$ cat src/hdl/bpdr_div.sv
// Pipelined restoring divider: one quotient bit per register stage, with a
// sideband that travels alongside. Uses nothing from the package.
`default_nettype none

module bpdr_div #(
	parameter int NUM_W = 32,
	parameter int DEN_W = 16,
	parameter int Q_W   = 17,
	parameter int SB_W  = 1
) (
	input  wire logic             clk,
	input  wire logic             arst_n,
	input  wire logic             en,
	input  wire logic [NUM_W-1:0] num,
	input  wire logic [DEN_W-1:0] den,
	input  wire logic [SB_W-1:0]  sb_in,
	output logic      [Q_W-1:0]   quo,
	output logic      [SB_W-1:0]  sb_out
);

	// The numerator bits above the quotient width must already be below den.
	logic [DEN_W-1:0] rem_s [1:Q_W];
	logic [Q_W-1:0]   lo_s  [1:Q_W];
	logic [SB_W-1:0]  sb_s  [1:Q_W];

	genvar i;
	for (i = 0; i < Q_W; i++) begin : g_stage
		logic [DEN_W-1:0] rem_p;
		logic [Q_W-1:0]   lo_p;
		logic [SB_W-1:0]  sb_p;
		logic [DEN_W:0]   t;
		logic             ge;

		if (i == 0) begin : g_first
			assign rem_p = DEN_W'(num[NUM_W-1:Q_W]);
			assign lo_p  = num[Q_W-1:0];
			assign sb_p  = sb_in;
		end else begin : g_next
			assign rem_p = rem_s[i];
			assign lo_p  = lo_s[i];
			assign sb_p  = sb_s[i];
		end

		assign t  = {rem_p, lo_p[Q_W-1]};
		assign ge = (t >= {1'b0, den});

		always_ff @(posedge clk or negedge arst_n) begin
			if (!arst_n) begin
				sb_s[i+1] <= '0;
			end else if (en) begin
				sb_s[i+1] <= sb_p;
			end
		end

		always_ff @(posedge clk) begin
			if (en) begin
				rem_s[i+1] <= ge ? DEN_W'(t - {1'b0, den}) : t[DEN_W-1:0];
				lo_s[i+1]  <= {lo_p[Q_W-2:0], ge};
			end
		end
	end

	assign quo    = lo_s[Q_W];
	assign sb_out = sb_s[Q_W];

endmodule

`default_nettype wire

$ cat config.mk
export PLATFORM = sky130hd
export DESIGN_NAME = bpdr_div
export DESIGN_NICKNAME = d
export VERILOG_FILES = /design/src/hdl/bpdr_div.sv
export SDC_FILE = /design/constraint.sdc
export NUM_CORES = 1
export LEC_CHECK = 0
export BUFFER_PORTS_ARGS = -buffer_cell sky130_fd_sc_hd__buf_2
export CORE_ASPECT_RATIO = 2
export CORE_UTILIZATION = 40
export CTS_CLUSTER_DIAMETER = 60
export CTS_CLUSTER_SIZE = 14
export DETAILED_ROUTE_END_ITERATION = 12
export GPL_ROUTABILITY_DRIVEN = 0
export GPL_TIMING_DRIVEN = 0
export PLACE_DENSITY = 0.61
export SYNTH_ARGS = -nofsm -noshare
export SYNTH_HDL_FRONTEND = slang
export SYNTH_SLANG_ARGS = --single-unit
$ cat constraint.sdc
create_clock -name clk -period 4.8 [get_ports clk]
set_clock_uncertainty 0.2 [all_clocks]
set_input_delay 0.96 -clock clk [delete_from_list [all_inputs] [get_ports clk]]
set_output_delay 0.96 -clock clk [all_outputs]
set_load 0.1 [all_outputs]
Word level (Yosys, flattened, before mapping)
Memory sizes are Yosys's and may differ from the RTL's.
Index checks and enable logic that the tools add are counted.
{"block": "totals", "ff_bits": 17, "latchBits": 0, "ramBits": 561, "rom_bits": 0, "input_bits": 52, "out_inout_bits": 18, "elab_cells": 72, "memories": 2}
{"memory": "lo_s", "words": 17, "word_bits": 17, "read_ports": 17, "rd_ports_with_merged_regs": 0, "write_ports": 17, "line_no": "23", "rtl": "logic [Q_W-1:0] lo_s [1:Q_W];"}
{"memory": "rem_s", "words": 17, "word_bits": 16, "read_ports": 16, "rd_ports_with_merged_regs": 0, "write_ports": 17, "line_no": "22", "rtl": "logic [DEN_W-1:0] rem_s [1:Q_W];"}
{"block": "classes", "n_addsub": 17, "multipliers": 0, "div_mod_pow": 0, "order_cmp": 17, "eq_ne": 0, "shifts": 0, "n_mux": 19, "bitwise": 0, "n_reduce_logical": 0}
{"op": "$ge A17 B16 Y1", "n": 16}
{"op": "$mux W16", "n": 17}
{"op": "$sub A16 B16 Y16", "n": 17}
{"op": "$ge A16 B16 Y1", "n": 1}
{"op": "$mux W1", "n": 2}

Logic depth before layout (Yosys ltp)
An unclocked memory read counts as a cell.
{"block": "depth", "word_depth": 3, "mapped_depth": 13, "depth_no_buf": 11}

Worst setup path before layout
No wires, ideal clock.
{"block": "synth_timing", "path_type": "input to register", "startpoint": "in den[3]", "endpoint": "reg, netlist name rem_s[0][40]", "setup_time_ns": 0.260, "arrival_ns": 3.634, "required_time_ns": 4.340, "setup_slack_ns": 0.706, "stages": 12, "path_buffers": 2, "cell_sequence": "inv_1 > ha_1 > a21o_1 > nand2_1 > a31oi_1 > o311a_1 > o41ai_4 > o41ai_1 > a41o_1 > buf_6 > buf_12 > mux2_4"}
{"element": "from (decl)", "line_no": "15", "rtl": "input wire logic [DEN_W-1:0] den,"}

==> out/results.ini <==
[status]
status = completed

[route]
wirelength_mm = 79.9
via_per_inst = 5.73
drtAntennaViolNets = 0
wl_per_cell_um = 20.8
vias = 22000
drcViolationCount = 0
drt_iter0_drc = 1526
first_pass_iters = 5

[sta]
tightest_slew_ns = 1.34
finalCriticalPeriod_ns = 4.55
final-max-slew-violation-count = 0
worst_slack_ns = 0.253
relSlewSlack_pct = 10.7
finalHoldViolCount = 0
fmax_ghz = 0.220
setup_tns_ns = 0
finalSetupViolations = 0
rsz0062_at_grt = no
finalCritPeriodShare_pct = 94.7
whs_ns = 0.214

[synth]
synth_commonest_cells = edfxtp_1, ha_1, o21ai_0
syn_area_um2 = 32100
async_reset_ff_share_pct = 3.02
synth_top_area_cell = edfxtp_1
synth_flop_cell = edfxtp_1
synthTopCellsByArea = edfxtp_1, ha_1, mux2_2
synth-seq-area-share_pct = 52.4
syn_avg_cell_area_um2 = 12.1
ys_ff_latch = 562
synth_enable_flop_cells = 545
netlist_instances = 2648
yosysMostFrequentCell = edfxtp_1
synth_top_area_share_pct = 51.0
synth_cell_type_count = 78
ys_warn_count = 0
syn_nets = 2988

[pwr]
ir_drop_uv = 431
p_comb_share_pct = 48.1
seqPwrFrac_pct = 35.6
p_total_mw = 23.2
switching_share_pct = 38.6
leakage_nw = 13.6
p_int_mw = 14.3
power_density_nw_per_um2 = 658
pwr-share-clk_pct = 16.3
power_switching_mw = 8.96

[layout]
diodes = 0
fin_nets = 3113
regArea_um2 = 16800
drive_above_1_share_pct = 12.2
area_growth_pct = 10.1
layout.cells.non_filler = 3840
multi_input_area_um2 = 14700
fillers = 7224

[critical_path]
ff2ff_path_depth = 11
startpoint = den[1]
crit_required_ns = 5.01
cpPeakStageDelay_ns = 0.44
critPathCapture = rem_s[2][12]
start_kind = input pin
reg2reg_from = lo_s[3][33]
worst-path-max-fanout = 17
path_depth = 13
path_class = in -> reg
r2r-end = rem_s[3][44]
r2r_slack_ns = 0.98
cp_cell_sequence = buf_6 -> inv_4 -> ha_1 -> nor2b_1 -> o31a_1 -> o21ai_0 -> o31ai_1 -> a31oi_1 -> a21boi_0 -> buf_2 -> buf_2 -> inv_1 -> o31ai_1
crit_slowest_cell = o31ai_1
crit_family = compound AO/OA/AOI/OAI gates
critPathArrivalTime_ns = 4.76
cp_num_buf_inv = 5
endpoint_kind = flip-flop

[clock_network]
root_buffer = clkbuf_16
clkTransAtPathRegs_ns = 0.07
post_cts_buffers = 0
cts_htree_levels = 2
cts_sinks = 562
cts_tree = yes
clk_latency_ns = 0.64
cts_made_buffers = 49
cts.path.max_buffers = 3

[placement]
place_ws_ns = -1.41
dp_hpwl_mm = 55.7
io_buffer_count = 69
dp_cells = 3757

[floorplanning]
start_util_pct = 40.4
die_y_um = 402
die_area_um2 = 81400
rows = 146
fp.dieW_um = 202
ioPinCount = 70
core_um2 = 79300

[global_route]
gr-max-usage-layer = met2
antenna_found_initial = 0
grtUsageMet2_pct = 36.0
grt_usage_pct = 19.5
first_global_vias = 23100
use_met3_pct = 2.56
use_met1_pct = 18.5
grt-ovfl-total = 0
grt_pass1_wl_mm = 123
grt_max_degree = 128

[run]
cap_violations = 0

[worst_hold_path]
min_from = lo_s[3][56]
hold_class = reg -> reg

[kinds of logic (layout without fill, tap and decap cells)]
group / Yosys count / count (layout) / share of synthesized area (%)
flip-flops: 562 / 562 / 52.4
AO/OA/AOI/OAI: 697 / 697 / 14.1
multiplexers: 186 / 186 / 6.52
buffers and inverters: 149 / 305 / 1.88
AND/OR/NAND/NOR: 593 / 593 / 8.84
adder cells (fa/ha/maj): 288 / 288 / 11.6
XOR/XNOR: 173 / 173 / 4.73
[what timing repair did]
action                     in CTS  in global routing
setup endpoints to repair     247                 20
hold buffers                    1                  0
gates cloned                    0                  0
hold endpoints to repair       15                  0
resized for setup               3                  1
[layer usage]
layer	share of wire, %	vias to the layer above
met3	4.1	352
met5	0	-
met4	10	0
met2	52	696
li1	-	10400
met1	34	10600
[sequential cells by signal, indices dropped and copies added, names as in the netlist]
register and cells:
g_stage.sb_p 16, lo_s 289, sb_out 1, rem_s 256
[cells in the final DEF (no fill, tap or decap), types with 72 or more instances in the layout]
cell type,instances
xnor2_1,101
inv_1,92
ha_1,272
xor2_1,72
nand2_1,150
nor2_1,177
buf_2,79
a21o_1,77
mux2_2,155
o21ai_0,181
edfxtp_1,545
a21oi_1,173
[worst register-to-register path, cell delays in order (launching register included)]
cell,delay [ns]
edfxtp_1,0.53
inv_1,0.14
ha_1,0.19
nor2b_1,0.06
o21a_1,0.18
o21ai_0,0.25
a21o_1,0.21
a21boi_0,0.17
a221o_1,0.39
a41oi_2,0.52
buf_4,0.32
mux2_2,0.39
[per-stage QoR]
stage / utilization [%] / cell area (um2)
2_1_floorplan: - / 32100
3_3_place_gp: 42.5 / 33700
3_5_place_dp: 42.7 / 33800
4_1_cts: 44.5 / 35300
5_1_grt: 44.5 / 35300
6_report: 44.5 / 35300
[cell type report]
type	instances	share of cell area, %
clock inverters	12	0.390
inverters	104	1.11
flip-flops and latches	562	47.6
multi-input cells	1937	41.6
plain buffers	45	0.599
repair buffers	74	1.36
well taps	1036	3.67
clock buffers	70	3.72
[power by group through the flow]
stage / combinational [mW] / clock, mW / sequential, mW
after detailed placement: 11.0 / 0 / 8.38
final: 11.2 / 3.78 / 8.28
after CTS: 11.1 / 3.92 / 8.29
after floorplan: 8.31 / 0 / 8.05
after global placement: 10.6 / 0 / 8.42
after global routing: 12.3 / 4.07 / 8.39
[worst min path at each step]
stage                  endpoint  slack [ns]  depth (start not counted)
floorplan           lo_s[0][35]        0.20                          0
global placement    lo_s[2][61]        0.20                          0
detailed placement  lo_s[0][36]        0.20                          0
CTS                  lo_s[4][6]        0.21                          0
global route        lo_s[1][45]        0.22                          0
finish               lo_s[4][6]        0.21                          0
No activity file was read; power rests on OpenSTA's default activity.
